`src/box_blur_3x3_rgb_defines.svh`:
```
// Assertion macros shared by the box blur RTL.
// Each macro expects signals named clk and rst in the scope that uses it.
`ifndef BOX_BLUR_3X3_RGB_DEFINES_SVH
`define BOX_BLUR_3X3_RGB_DEFINES_SVH

// Same-cycle implication, disabled while reset is held.
`define BB_ASSERT_IMP(label, ante, cons, msg) \
  label: assert property (@(posedge clk) disable iff (rst) (ante) |-> (cons)) else $error(msg);

// Next-cycle implication, disabled while reset is held.
`define BB_ASSERT_NXT(label, ante, cons, msg) \
  label: assert property (@(posedge clk) disable iff (rst) (ante) |=> (cons)) else $error(msg);

`endif

```
`src/bb_pkg.sv`:
```
// Shared types and constants of the box blur block.
// No dependencies; all other files but the macros header import this package.
package bb_pkg;

  localparam int MAX_WIDTH   = 1024;
  localparam int MAX_HEIGHT  = 1024;
  localparam int DIM_W       = 11;
  localparam int COL_W       = $clog2(MAX_WIDTH);
  localparam int ROW_W       = DIM_W;
  localparam int CH_W        = 8;
  localparam int QUEUE_DEPTH = 4;
  localparam int QPTR_W      = $clog2(QUEUE_DEPTH);
  localparam int CFG_IDX_W   = 2;

  localparam logic [CFG_IDX_W-1:0] CFG_FRAME_WIDTH  = 2'd0;
  localparam logic [CFG_IDX_W-1:0] CFG_FRAME_HEIGHT = 2'd1;

  // Index 2 is red, 1 green, 0 blue.
  typedef logic [2:0][CH_W-1:0] bb_pixel_t;

  typedef struct packed {
    bb_pixel_t        pixel;
    logic [COL_W-1:0] addr;
    logic             emit;
    logic             edge_col;
    logic             col0_en;
    logic             top_en;
    logic             bot_en;
    logic             frame_end;
  } bb_item_t;

  typedef struct packed {
    logic     valid;
    bb_item_t item;
  } bb_push_t;

endpackage

```
`src/bb_fifo.sv`:
```
// Short queue of classified items between the front end and the back end.
// Depends on bb_pkg and the assertion macros header.
`include "box_blur_3x3_rgb_defines.svh"
module bb_fifo import bb_pkg::*; (
  input  logic     clk,
  input  logic     rst,
  input  bb_push_t push,
  input  logic     pop,
  output bb_item_t head,
  output logic     empty,
  output logic     full
);

  bb_item_t          entries [QUEUE_DEPTH];
  logic [QPTR_W-1:0] wr_ptr;
  logic [QPTR_W-1:0] rd_ptr;
  logic [QPTR_W:0]   count;

  assign empty = (count == '0);
  assign full  = (count == (QPTR_W+1)'(QUEUE_DEPTH));
  assign head  = entries[rd_ptr];

  always_ff @(posedge clk) begin
    if (push.valid) begin
      entries[wr_ptr] <= push.item;
    end
  end

  always_ff @(posedge clk) begin
    if (rst) begin
      wr_ptr <= '0;
      rd_ptr <= '0;
      count  <= '0;
    end else begin
      if (push.valid) wr_ptr <= wr_ptr + QPTR_W'(1);
      if (pop)        rd_ptr <= rd_ptr + QPTR_W'(1);
      if (push.valid && !pop)      count <= count + (QPTR_W+1)'(1);
      else if (pop && !push.valid) count <= count - (QPTR_W+1)'(1);
    end
  end

  `BB_ASSERT_IMP(a_no_overflow, push.valid, !full, "queue written while full")
  `BB_ASSERT_IMP(a_no_underflow, pop, !empty, "queue read while empty")
  `BB_ASSERT_NXT(a_count_up, push.valid && !pop, count == $past(count) + 1'b1, "queue count lost")

endmodule

```
`config.mk`:
```
export PLATFORM = sky130hd
export DESIGN_NAME = bb_fifo
export DESIGN_NICKNAME = d
export VERILOG_FILES = /design/src/bb_pkg.sv /design/src/bb_fifo.sv
export VERILOG_INCLUDE_DIRS = /design/src /design/src/src
export SDC_FILE = /design/constraint.sdc
export NUM_CORES = 1
export LEC_CHECK = 0
export ABC_CLOCK_PERIOD_IN_PS = 2800
export BUFFER_PORTS_ARGS = -buffer_cell sky130_fd_sc_hd__buf_2
export CORE_ASPECT_RATIO = 0.5
export CORE_MARGIN = 2
export CORE_UTILIZATION = 50
export CTS_BUF_LIST = sky130_fd_sc_hd__clkbuf_8
export DETAILED_ROUTE_END_ITERATION = 7
export PLACE_DENSITY = 0.71
export SLEW_MARGIN = 0
export SYNTH_ARGS = -nofsm -noshare
export SYNTH_HDL_FRONTEND = slang
export SYNTH_SLANG_ARGS = --single-unit
```
`constraint.sdc`:
```
create_clock -name clk -period 2.8 [get_ports clk]
set_input_delay 0.84 -clock clk [delete_from_list [all_inputs] [get_ports clk]]
set_output_delay 0.84 -clock clk [all_outputs]
set_load 0.005 [all_outputs]
```
[Word level (Yosys, flattened, before mapping)]
Memories as Yosys holds them, arrays and structs flattened. A register that Yosys moved wholly into a read port is not among the register bits.
Cells that the tools add are included.
W data, S select, Z words.
Operators by class
  mux-type cells: 6
  add/subtract/negate cells: 4
  reductions and logical operators: 6
  equal/unequal tests: 1
Operators by type and width (count)
  $mux W3: 2
  $add A2 B1 Y2 const B: 2
  $mux W2: 2
  $add A3 B1 Y3 const B: 1
  $eq A3 B3 Y1 const B: 1
  $logic_not A3 Y1: 1
  $sub A3 B1 Y3 const B: 1
  $logic_and A1 B1 Y1: 2
  $logic_not A1 Y1: 2
  $mux W1: 2
  $reduce_bool A2 Y1: 1
Storage, ports and cells
  output and inout port bits: 42
  memories kept: 1
  input port bits: 44
  logic and storage cells: 21
  bits in registers: 7
  bits in writable memories: 160
Memories
  entries: depth 4, bits a word 40, read ports 1, clocked after Yosys merged registers in 1, write ports 1, RTL line bb_fifo.sv:14  | bb_item_t entries [QUEUE_DEPTH];

[Depth between registers and ports, before layout]
Gate-level depths: netlist of run 1.
  depth after elaboration: 4
  depth in mapped cells: 7
  depth with buffers taken out: 7

[Worst setup path before layout of run 1]
No wires, ideal clock.
  path kind: input to register
  from: input port push[40] in the netlist's numbering
  to: memory entries[0][0] in the netlist's numbering (enable)
  data arrival time: 1.812 ns
  slack: 0.587 ns
  data required time: 2.399 ns
  cell stages on the path: 1
  buffers on the path: 0
  cell sequence: and2_1
On the way
  longest elaborated chain between the ends: 2
RTL lines
  from (decl): RTL line bb_fifo.sv:7  | input bb_push_t push,
  $mux W1: RTL line bb_fifo.sv:24  | if (push.valid) begin
  $mux W1 (not written as such): RTL line bb_fifo.sv:25  | entries[wr_ptr] <= push.item;
  to (decl): RTL line bb_fifo.sv:14
No other way between the ends.

==> results of run 1 <==
-- sequential cells by signal, indices dropped and copies added (netlist names), named ones only --
register / count
count: 3
rd_ptr: 2
wr_ptr: 2
entries: 160
-- metrics by stage --
step / cell area, µm² / hold slack [ns] / std cells / power (W)
2_1_floorplan: 6246 / 0.4663 / 253 / 0.003297
3_3_place_gp: 6928 / 0.4782 / 504 / 0.003497
3_5_place_dp: 6928 / 0.5115 / 504 / 0.003521
4_1_cts: 7322 / 0.5254 / 535 / 0.005182
5_1_grt: 7326 / 0.5692 / 535 / 0.005338
6_report: 7326 / 0.5271 / 535 / 0.005126
-- worst register-to-register path: cells and delay by family, from the launching register on --
kind	cells	cell delay [ns]
xor gates and xnor gates	1	0.18
adders and majority gates	1	0.45
and+or+nand+nor	1	0.32
AOI/OAI and AO/OA	1	0.14
DFF	1	0.37
-- per-layer routing --
layer  track usage, %  up-vias  part of all wire, %
met5                0        -                    0
met4            3.620        0                 0.87
met3            6.543       10                  5.3
met2            25.92       49                   50
met1            20.72     1471                   44
li1                 -     1262                    -
-- logic make-up (layout without fill, tap and decap cells) --
kind of cell / count (synthesis) / count (layout) / share of synthesized area (%)
buf+inv: 14 / 131 / 2.083
mux: 42 / 42 / 14.74
compound gates: 2 / 2 / 0.1601
flops: 169 / 169 / 79.81
simple gates: 15 / 15 / 1.182
fa+ha+maj: 6 / 6 / 1.322
xor+xnor: 5 / 5 / 0.7012
-- worst min-delay path by stage --
stage	to	slack (ns)	depth (start not counted)
6_report	count[2]	0.53	2
5_1_grt	count[2]	0.57	2
4_1_cts	count[2]	0.53	2
3_5_place_dp	count[2]	0.51	2
3_3_place_gp	count[2]	0.48	2
2_1_floorplan	count[2]	0.47	2
-- synth_stat cells, drive strengths merged --
cell / n / area share (%)
or3: 1 / 0.10
fa: 1 / 0.32
nor3: 1 / 0.080
dfxtp: 9 / 2.9
a21oi: 1 / 0.080
xor2: 3 / 0.42
o21ai: 1 / 0.080
mux2i: 2 / 0.32
xnor2: 2 / 0.28
nor3b: 1 / 0.12
buf: 9 / 1.8
ha: 5 / 1.0
mux4: 40 / 14
edfxtp: 160 / 77
nor2: 7 / 0.42
nand2: 1 / 0.060
and2: 4 / 0.40
inv: 4 / 0.24
clkbuf: 1 / 0.060
-- report_power, final --
group          switching [W]  internal, W
clock               0.000805     0.000869
combinational       0.000241     0.000268
sequential         0.0000480      0.00289
total                0.00109      0.00403
-- final cells by class --
type	count	area share [%]
flip-flops and latches	169	68.08
clock inverters	14	2.186
well taps	165	2.818
clock buffers	17	3.194
multi-input cells	70	15.51
inverters	4	0.2050
repair buffers	96	8.010
-- what timing repair did --
item                       CTS  global route
resized for setup            0             1
setup endpoints to repair    0             8
hold buffers                 0             0
==> results.md, run 1 <==
- Post-route setup TNS: 0 ns
- Core area: ~12000 µm²
- Total number of vias: around 2800
- 1st-iter DRT viols: around 150
- Pin count of the biggest net entering global routing: 23
- Fill cell count: just under 900
- Reg-to-reg critical path endpoint: count[2]
- Number of endpoints failing setup at the final stage: 0
- Global route overflow: 0
- Leakage power of the design: between 2 and 3 nW
- Worst Tran Pin Value: ~0.53 ns
- Count of warnings emitted by yosys: 0
- Clock-pin slew on the worst setup and hold paths: 0.08 ns
- CP arrival: ~1.9 ns
- Share of the cycle needed by the critical path after routing: a little over nine tenths
- Final critical delay including setup and external delays: 2.695 ns
- Worst-case setup slack after placement: around 0.45 ns
- Net count of the mapped netlist: a little over 300
- Post-DRT Antenna Nets: 0
- Fraction of final layout cells sized beyond drive strength 1: a little under half
- Largest buffer count on any clock path: 2
- Final weighted congestion of routability-driven global placement: around 0.70
- Crit start category: flip-flop
- Worst-path cell chain: buf_12 > mux4_2 > buf_2
- Root Buffer: clkbuf_8
- Area of the mapped netlist: around 6200 µm²
- Bufs and invs on worst path: 2
- 1st-pass router iterations: 4
- Drc violations: 0
- Total number of placement rows: 28
- Crit Path Class: reg2out
- Result of the run: finished, final reports clean
- Area growth syn-to-layout: 17.29%
- PwrDens: ~700 nW/µm²
- Number of global-route vias before repair: between 3000 and 4000
- Quantity of I/O buffers inserted on ports: 85
- I/O pin count: between 80 and 90
- CTS tree: done
- Source of the worst register-to-register timing path: count[0]
- Setup slack, reg-to-reg: 1.27 ns
- Overall die area: approximately 13000 µm²
- Hold Vio Cnt, Final: 0
- Relative slew margins: 64.61%
- Unrepaired setup endpoints after global routing: no
- Sequential share of the synthesized area: about four fifths
- Routed wire per std cell: between 15 and 20 µm
- Number of instances in the synthesized netlist: between 200 and 300
- Floorplan die height: 83.03 µm
- Count of nets after finishing: approximately 400
- Highest-count cells in the layout ignoring fill and taps: 160 x edfxtp_1, 85 x buf_2, 40 x mux4_2, 17 x clkbuf_8
- Worst-case clock skew: 0.01067 ns
- Number of buffers inserted to repair setup after CTS: 0
- MaxCap Viol Count: 0
- Wirelength, routed: around 10000 µm
- Syn avg cell area: 24.69 µm²
- Maximum achievable frequency: ~370 MHz
- Antenna violations before repair: 0
- Initial standard-cell utilization of the core: a little over half
- Worst min-delay path category: reg2reg
- Netlist cell types: 21
- Sink Count: 169
- Launch instance of the worst min-delay path: count[2]
- Footprint of the multi-input gates: 1136 µm²
- Critical Path Slowest Stage Cell: dfxtp_2
- Antenna Diode Count: 0
- Total routing usage reported by global routing: roughly 16%
- H-tree level count: 4
- Depth of the critical timing path with buffers and inverters included: 3
- Number of cell instances on the worst register-to-register path: 4
- HPWL after DPL: slightly below 7000 µm
- Worst skew pair latency: 0.42 ns
- Required time at the endpoint of the critical path: a little under 2 ns
- Family of cells with the greatest summed delay on the critical path: flip-flops
- Largest fanout on the critical path: 22
- VDD IR max: approximately 0.00035 V
- Number of vias per cell: about 5.2
- Worst Setup Slack, final: about 0.11 ns
- Final core utilization: about three fifths
- Crit end category: primary output
- Final-report max-slew violation count: 0
- Register bit total from synthesis: roughly 170
- Die boundary width: 162.1 µm
- Sequential standard cell area: 4987 µm²
- Num CTS Buffers: 17
- Critical path endpoint: head[39]
- Max stage delay on crit path: 0.67 ns
- Wire length of the first global-routing pass: 16000 µm
- Most frequent standard cell in the layout excluding fill and tap cells: edfxtp_1
Power figures use the tool's default switching activity.
==> run 2: changes to the inputs <==
ABC_AREA = 1   (was unset)
CORE_MARGIN = unset   (was 2)
CORE_UTILIZATION = 35   (was 50)
PLACE_DENSITY = unset   (was 0.71)
==> run 2 against run 1 <==
Effect of this change:
- hold slack lost 0.063 ns
- die area grew 42%
- clock-buffer cell count is the same
- sequential power barely moved
- non-clock buffer count is 2 higher
- fmax grew 5.6%
- sequential share of layout area is 1.8 points lower
- register-to-register slack improved by 0.03 ns
- power grew 1.4%
==> results.md, run 2 <==
- PwrDens: 690.8 nW/µm² (was 699.7 nW/µm²)
- Fraction of final layout cells sized beyond drive strength 1: 24.59% (was 45.95%)
- Max stage delay on crit path: 0.46 ns (was 0.67 ns)
- Total of hold buffers inserted after clock tree synthesis: 0 (unchanged)
- Hold Vio Cnt, Final: 0 (unchanged)
- Pin count of the biggest net entering global routing: 81 (was 23)
- CTS tree: done (unchanged)
- Total routing usage reported by global routing: 13.60% (was 16.05%)
- Antenna violations before repair: 3 (was 0)
- Final critical delay including setup and external delays: 2.551 ns (was 2.695 ns)
- Area share of the largest cell type after synthesis: 73.97% (was 76.92%)
- Post-synth EDFFs: 160 (unchanged)
- Relative slew margins: 74.06% (was 64.61%)
- Most common cell in the synthesized netlist: edfxtp_1 (unchanged)
- Routed wire per std cell: 16.16 µm (was 18.78 µm)
- Leakage power of the design: 2.667 nW (was 2.504 nW)
- Count of nets after finishing: 587 (was 408)
- Final core utilization: 42.40% (was 61.14%)
- Source of the worst register-to-register timing path: wr_ptr[1] (was count[0])
- Sink Count: 169 (unchanged)
- HPWL after DPL: 7519 µm (was 6757 µm)
- Critical Path Slowest Stage Cell: dfxtp_2 (unchanged)
- H-tree level count: 4 (unchanged)
- Total number of vias: 3747 (was 2792)
- Cell types with the highest counts after synthesis: 160 x edfxtp_1, 86 x nor2_1, 45 x o21ai_0, 40 x o22ai_1, 38 x o21ai_1 (was 160 x edfxtp_1, 40 x mux4_2, 9 x dfxtp_1, 7 x nor2_1, 5 x ha_1)
- Most frequent standard cell in the layout excluding fill and tap cells: edfxtp_1 (unchanged)
- Global route overflow: 0 (unchanged)
- Crit Path Class: reg2out (unchanged)
- Clock-pin slew on the worst setup and hold paths: 0.09 ns (was 0.08 ns)
- Net count of the mapped netlist: 495 (was 303)
- Quantity of I/O buffers inserted on ports: 85 (unchanged)
- Largest fanout on the critical path: 20 (was 22)
- Crit end category: primary output (unchanged)
- Share of the cycle needed by the critical path after routing: 91.11% (was 96.24%)
- Number of endpoints failing setup at the final stage: 0 (unchanged)
- Root Buffer: clkbuf_8 (unchanged)
- Num CTS Buffers: 17 (unchanged)
- Floorplan die height: 98.33 µm (was 83.03 µm)
- CTS resizes: 0 (unchanged)
- Syn avg cell area: 14.60 µm² (was 24.69 µm²)
- Area growth syn-to-layout: 15.82% (was 17.29%)
- VDD IR max: 0.0003127 V (was 0.0003508 V)
- Largest Register: entries (unchanged)
- Final weighted congestion of routability-driven global placement: 0.7146 (was 0.6973)
- Crit start category: flip-flop (unchanged)
- Highest-count cells in the layout ignoring fill and taps: 160 x edfxtp_1, 86 x nor2_1, 85 x buf_2, 45 x o21ai_0, 40 x o22ai_1 (was 160 x edfxtp_1, 85 x buf_2, 40 x mux4_2, 17 x clkbuf_8)
- Async SR Flop Fraction: 0% (unchanged)
- Cell types occupying the most area after synthesis: edfxtp_1 74%, nor2_1 5.0%, o22ai_1 3.9% (was edfxtp_1 77%, mux4_2 14%, dfxtp_1 2.9%)
- CP arrival: 1.71 ns (was 1.85 ns)
- Unrepaired setup endpoints after global routing: no (unchanged)
- Cell area after layout: 7522 µm² (was 7326 µm²)
- Worst min-delay path category: reg2reg (unchanged)
- Final-report max-slew violation count: 0 (unchanged)
- Wirelength, routed: 12700 µm (was 10050 µm)
- Result of the run: finished, final reports clean (unchanged)
- Worst Tran Pin Value: 0.3885 ns (was 0.5309 ns)
- Area of the mapped netlist: 6495 µm² (was 6246 µm²)
- Die boundary width: 194.7 µm (was 162.1 µm)
- I/O pin count: 86 (unchanged)
- Overall die area: 19140 µm² (was 13460 µm²)
- Drc violations: 0 (unchanged)
- Primary FF master, synth: edfxtp_1 (unchanged)
- Launch instance of the worst min-delay path: rd_ptr[1] (was count[2])
- Wire length of the first global-routing pass: 19530 µm (was 16000 µm)
- Largest registers in the final layout: entries x160, count x3 (unchanged)
- Netlist cell types: 22 (was 21)
- MaxCap Viol Count: 0 (unchanged)
- Number of buffers inserted to repair setup after CTS: 0 (unchanged)
- Worst-path cell chain: buf_4 > o21ai_0 > o22ai_1 > buf_2 (was buf_12 > mux4_2 > buf_2)
- Sequential share of the synthesized area: 76.75% (was 79.81%)
- Post-DP Area: 7096 µm² (was 6928 µm²)
- 1st-iter DRT viols: 253 (was 147)
- Number of instances in the synthesized netlist: 445 (was 253)
- Register bit total from synthesis: 169 (unchanged)
- Count of warnings emitted by yosys: 0 (unchanged)
- Worst-case clock skew: 0.01169 ns (was 0.01067 ns)
- Largest buffer count on any clock path: 2 (unchanged)
- Number of global-route vias before repair: 3646 (was 3069)
- Required time at the endpoint of the critical path: 1.96 ns (about the same)
- Maximum achievable frequency: 392.0 MHz (was 371.1 MHz)
- Post-route setup TNS: 0 ns (unchanged)
- Overall power after layout: 0.005196 W (was 0.005126 W)
- Total number of placement rows: 34 (was 28)
- Synth area leader: edfxtp_1 (unchanged)
- Initial standard-cell utilization of the core: 36.61% (was 52.13%)
- Placed cell count: 752 (was 504)
- Worst skew pair latency: 0.44 ns (was 0.42 ns)
- Number of flip-flops under the largest register name: 160 (unchanged)
- Number of vias per cell: 4.767 (was 5.219)
- Count of placed standard cells in the final layout, fillers left out: 786 (was 535)
- Post-DRT Antenna Nets: 0 (unchanged)
- 1st-pass router iterations: 5 (was 4)
- Core area: 17740 µm² (was 11980 µm²)
-- run 2: routing by layer --
layer	vias to the layer above	GRT usage, %	wire length (µm)
met5	-	0	0
met4	0	3.480	97
met3	8	4.145	625
met2	67	22.44	6018
met1	1835	17.53	5956
li1	1837	-	-
-- run 2: path summary, 6_finish.rpt --
path	endpoint	slack (ns)	cells after the start
setup / recovery	head[10]	0.25	4
hold reg to reg	rd_ptr[1]	0.46	1
setup reg to reg	entries[1][37]	1.30	5
hold / removal	rd_ptr[1]	0.46	1
-- run 2: area by class of cell --
class / count / area, µm²
Antenna cell: 3 / 7.507
Clock buffer: 17 / 234.0
Clock inverter: 14 / 185.2
Fill cell: 1591 / 10220
Inverter: 17 / 76.32
Multi-Input combinational cell: 234 / 1167
Sequential cell: 169 / 4986
Tap cell: 234 / 292.8
Timing Repair Buffer: 98 / 573.1
-- run 2: per-stage QoR --
stage                     setup WS, ns  hold slack [ns]
after floorplan                 0.7450           0.4115
after global placement          0.6985           0.4525
after detailed placement        0.7052           0.4538
after CTS                       0.2188           0.4688
after global routing           0.08333           0.4853
final                           0.2489           0.4639
-- run 2: kinds of logic after synthesis --
logic type	synth area share [%]
adders and majority gates	1.271
AOI/OAI and AO/OA	10.75
buffers and inverters	5.279
and+or+nand+nor	5.818
xor gates and xnor gates	0.1349
DFF	76.75
-- run 2: worst max-delay path: cells and delay by family, from the launching register on --
kind | cells | cell delay, ns
flops | 1 | 0.46
compound gates | 2 | 0.37
buf+inv | 2 | 0.45
-- run 2: power by group --
part | internal (W) | leakage (nW) | switching (W)
Clock | 0.000905 | 0.210 | 0.000891
Combinational | 0.000184 | 0.913 | 0.000304
Sequential | 0.00288 | 1.54 | 0.0000331
Total | 0.00397 | 2.67 | 0.00123
==> run 3: changes to the inputs <==
ABC_AREA = unset   (was 1)
PLACE_DENSITY_LB_ADDON = 0.08   (was unset)
==> run 3 against run 2 <==
Effect of this change:
- worst setup slack got worse by 0.065 ns
- sequential share of layout area rose by 0.55 points
- clock skew fell by 0.00072 ns
- die area fell by 3.8%
- clock power barely moved
- clock-buffer cell count did not move
- utilization rose by 0.51 points
- critical path type unchanged
==> results.md, run 3 (synthesis gave the netlist of run 1 again) <==
- Drc violations: 0 (unchanged)
- H-tree level count: 4 (unchanged)
- Core area: 17400 µm² (was 17740 µm²)
- Worst Tran Pin Value: 0.3486 ns (was 0.3885 ns)
- 1st-pass router iterations: 4 (was 5)
- Antenna violations before repair: 1 (was 3)
- Post-DP Area: 7002 µm² (was 7096 µm²)
- Relative slew margins: 76.76% (was 74.06%)
- Final-report max-slew violation count: 0 (unchanged)
- Crit end category: primary output (unchanged)
- Worst skew pair latency: 0.44 ns (about the same)
- Highest-count cells in the layout ignoring fill and taps: 160 x edfxtp_1, 85 x buf_2, 40 x mux4_2, 17 x clkbuf_8, 9 x buf_4 (was 160 x edfxtp_1, 86 x nor2_1, 85 x buf_2, 45 x o21ai_0, 40 x o22ai_1)
- Post-route setup TNS: 0 ns (unchanged)
- Total routing usage reported by global routing: 12.91% (was 13.60%)
- Total number of vias: 2851 (was 3747)
- Combinational cell fraction of total power: 10.2% (was 9.4%)
- Fill cell count: 1539 (was 1591)
- Overall power after layout: 0.005273 W (was 0.005196 W)
- Cell area after layout: 7466 µm² (was 7522 µm²)
- HPWL after DPL: 6714 µm (was 7519 µm)
- 1st-iter DRT viols: 155 (was 253)
- Number of endpoints failing setup at the final stage: 0 (unchanged)
- Hold Vio Cnt, Final: 0 (unchanged)
- Most frequent standard cell in the layout excluding fill and tap cells: edfxtp_1 (unchanged)
- Leakage power of the design: 2.535 nW (was 2.667 nW)
- Pin count of the biggest net entering global routing: 41 (was 81)
- Largest fanout on the critical path: 9 (was 20)
- Number of vias per cell: 4.681 (was 4.767)
- Result of the run: finished, final reports clean (unchanged)
- Fraction of final layout cells sized beyond drive strength 1: 45.87% (was 24.59%)
- Final weighted congestion of routability-driven global placement: 0.7010 (was 0.7146)
- Crit start category: flip-flop (unchanged)
- Post-DRT Antenna Nets: 0 (unchanged)
- Quantity of I/O buffers inserted on ports: 85 (unchanged)
- Largest registers in the final layout: entries x160, count x3 (unchanged)
- Worst hold slack across all endpoints: 0.5276 ns (was 0.4639 ns)
- Antenna Diode Count: 0 (was 3)
- Max stage delay on crit path: 0.52 ns (was 0.46 ns)
- Num CTS Buffers: 17 (unchanged)
- Die boundary width: 190.9 µm (was 194.7 µm)
- Worst-case clock skew: 0.01097 ns (was 0.01169 ns)
- Worst min-delay path category: reg2reg (unchanged)
- CP arrival: 1.78 ns (was 1.71 ns)
- Initial standard-cell utilization of the core: 35.90% (was 36.61%)
- Share of the cycle needed by the critical path after routing: 93.44% (was 91.11%)
- Fraction of power spent switching nets: 21.64% (was 23.63%)
- Wirelength, routed: 11300 µm (was 12700 µm)
- Family of cells with the greatest summed delay on the critical path: multiplexers (was flip-flops)
- Root Buffer: clkbuf_8 (unchanged)
- Clock network fraction of design power: 34.2% (was 34.6%)
- Wire length of the first global-routing pass: 16640 µm (was 19530 µm)
- PwrDens: 706.3 nW/µm² (was 690.8 nW/µm²)
- Routed wire per std cell: 18.55 µm (was 16.16 µm)
- Bufs and invs on worst path: 2 (unchanged)
- Total number of placement rows: 34 (unchanged)
- Number of global-route vias before repair: 2969 (was 3646)
- I/O pin count: 86 (unchanged)
- Maximum achievable frequency: 382.2 MHz (was 392.0 MHz)
- Crit Path Class: reg2out (unchanged)
- Critical Path Slowest Stage Cell: mux4_2 (was dfxtp_2)
- Unrepaired setup endpoints after global routing: no (unchanged)
- VDD IR max: 0.0002634 V (was 0.0003127 V)
- Number of flip-flops under the largest register name: 160 (unchanged)
- Global route overflow: 0 (unchanged)
- Largest buffer count on any clock path: 2 (unchanged)
- Clock-pin slew on the worst setup and hold paths: 0.08 ns (was 0.09 ns)
- Setup slack, reg-to-reg: 1.28 ns (was 1.30 ns)
- CTS tree: done (unchanged)
- Required time at the endpoint of the critical path: 1.96 ns (about the same)
- Reg power frac: 55.7% (was 56.0%)
- Final core utilization: 42.91% (was 42.40%)
- Sink Count: 169 (unchanged)
- Internal power consumption: 0.004132 W (was 0.003968 W)
- Largest Register: entries (unchanged)
- Final critical delay including setup and external delays: 2.616 ns (was 2.551 ns)
- Sw Pwr: 0.001141 W (was 0.001228 W)
- Overall die area: 18420 µm² (was 19140 µm²)
- CTS resizes: 0 (unchanged)
- Floorplan die height: 96.46 µm (was 98.33 µm)
- Worst-path cell chain: buf_4 > mux4_2 > buf_2 (was buf_4 > o21ai_0 > o22ai_1 > buf_2)
- Count of nets after finishing: 412 (was 587)
- Area growth syn-to-layout: 19.53% (was 15.82%)
- MaxCap Viol Count: 0 (unchanged)
## run 3: changes by cell type in the layout (fill, tap and decap cells not counted), sizes merged, moves of 3 or more
cell,delta
diode,-3
clkinv,+5
o22ai,-40
o21ai,-84
nor2,-79
inv,-18
and2,+4
nand2,-8
mux4,+40
## run 3: final timing paths
kind | from | end | cells past startpoint
setup / recovery | flip-flop | head[36] | 3
hold / removal | count[2] | count[2] | 2
setup reg to reg | count[0] | count[2] | 4
hold reg to reg | count[2] | count[2] | 2
## run 3: power by group through the flow
stage          combinational, W  sequential [W]  clock [W]
2_1_floorplan          0.000316         0.00298          0
3_3_place_gp           0.000522         0.00299          0
3_5_place_dp           0.000536         0.00300          0
4_1_cts                0.000536         0.00294    0.00187
5_1_grt                0.000591         0.00295    0.00196
6_report               0.000535         0.00293    0.00180
## run 3: layer usage
layer | routed length (µm) | track usage, % | vias to the layer above
li1 | - | - | 1271
met1 | 5124 | 15.91 | 1519
met2 | 5494 | 20.89 | 46
met3 | 568 | 5.345 | 13
met4 | 95 | 4.000 | 2
met5 | 12 | 0 | -
## run 3: repair_timing
| action | 4_1_cts | 5_1_grt |
|---|---|---|
| endpoints found under the hold margin | 0 | 0 |
| buffers inserted | 0 | 6 |
| setup endpoints to repair | 0 | 8 |
| hold buffers | 0 | 0 |
## run 3: area by class of cell
cell class | count | area [µm²] | share of cell area [%]
tap | 234 | 292.8 | 3.922
inverter | 4 | 15.01 | 0.2011
multi-input combinational | 70 | 1136 | 15.22
clock inverter | 15 | 185.2 | 2.480
timing repair buffer | 100 | 613.1 | 8.212
sequential | 169 | 4990 | 66.83
clock buffer | 17 | 234.0 | 3.134
## run 3: worst reg2reg max path: stages, from the launching register on
cell and delay [ns]:
dfxtp_1 0.36, fa_1 0.45, xor2_1 0.18, or3_1 0.30, a21oi_1 0.16
## run 3: stage by stage
stage                     worst slack (ns)  std cells
final                               0.1836        609
after global routing               0.06296        609
after CTS                          0.01551        603
after detailed placement            0.4551        571
after global placement              0.5275        571
after floorplan                     0.5872        253
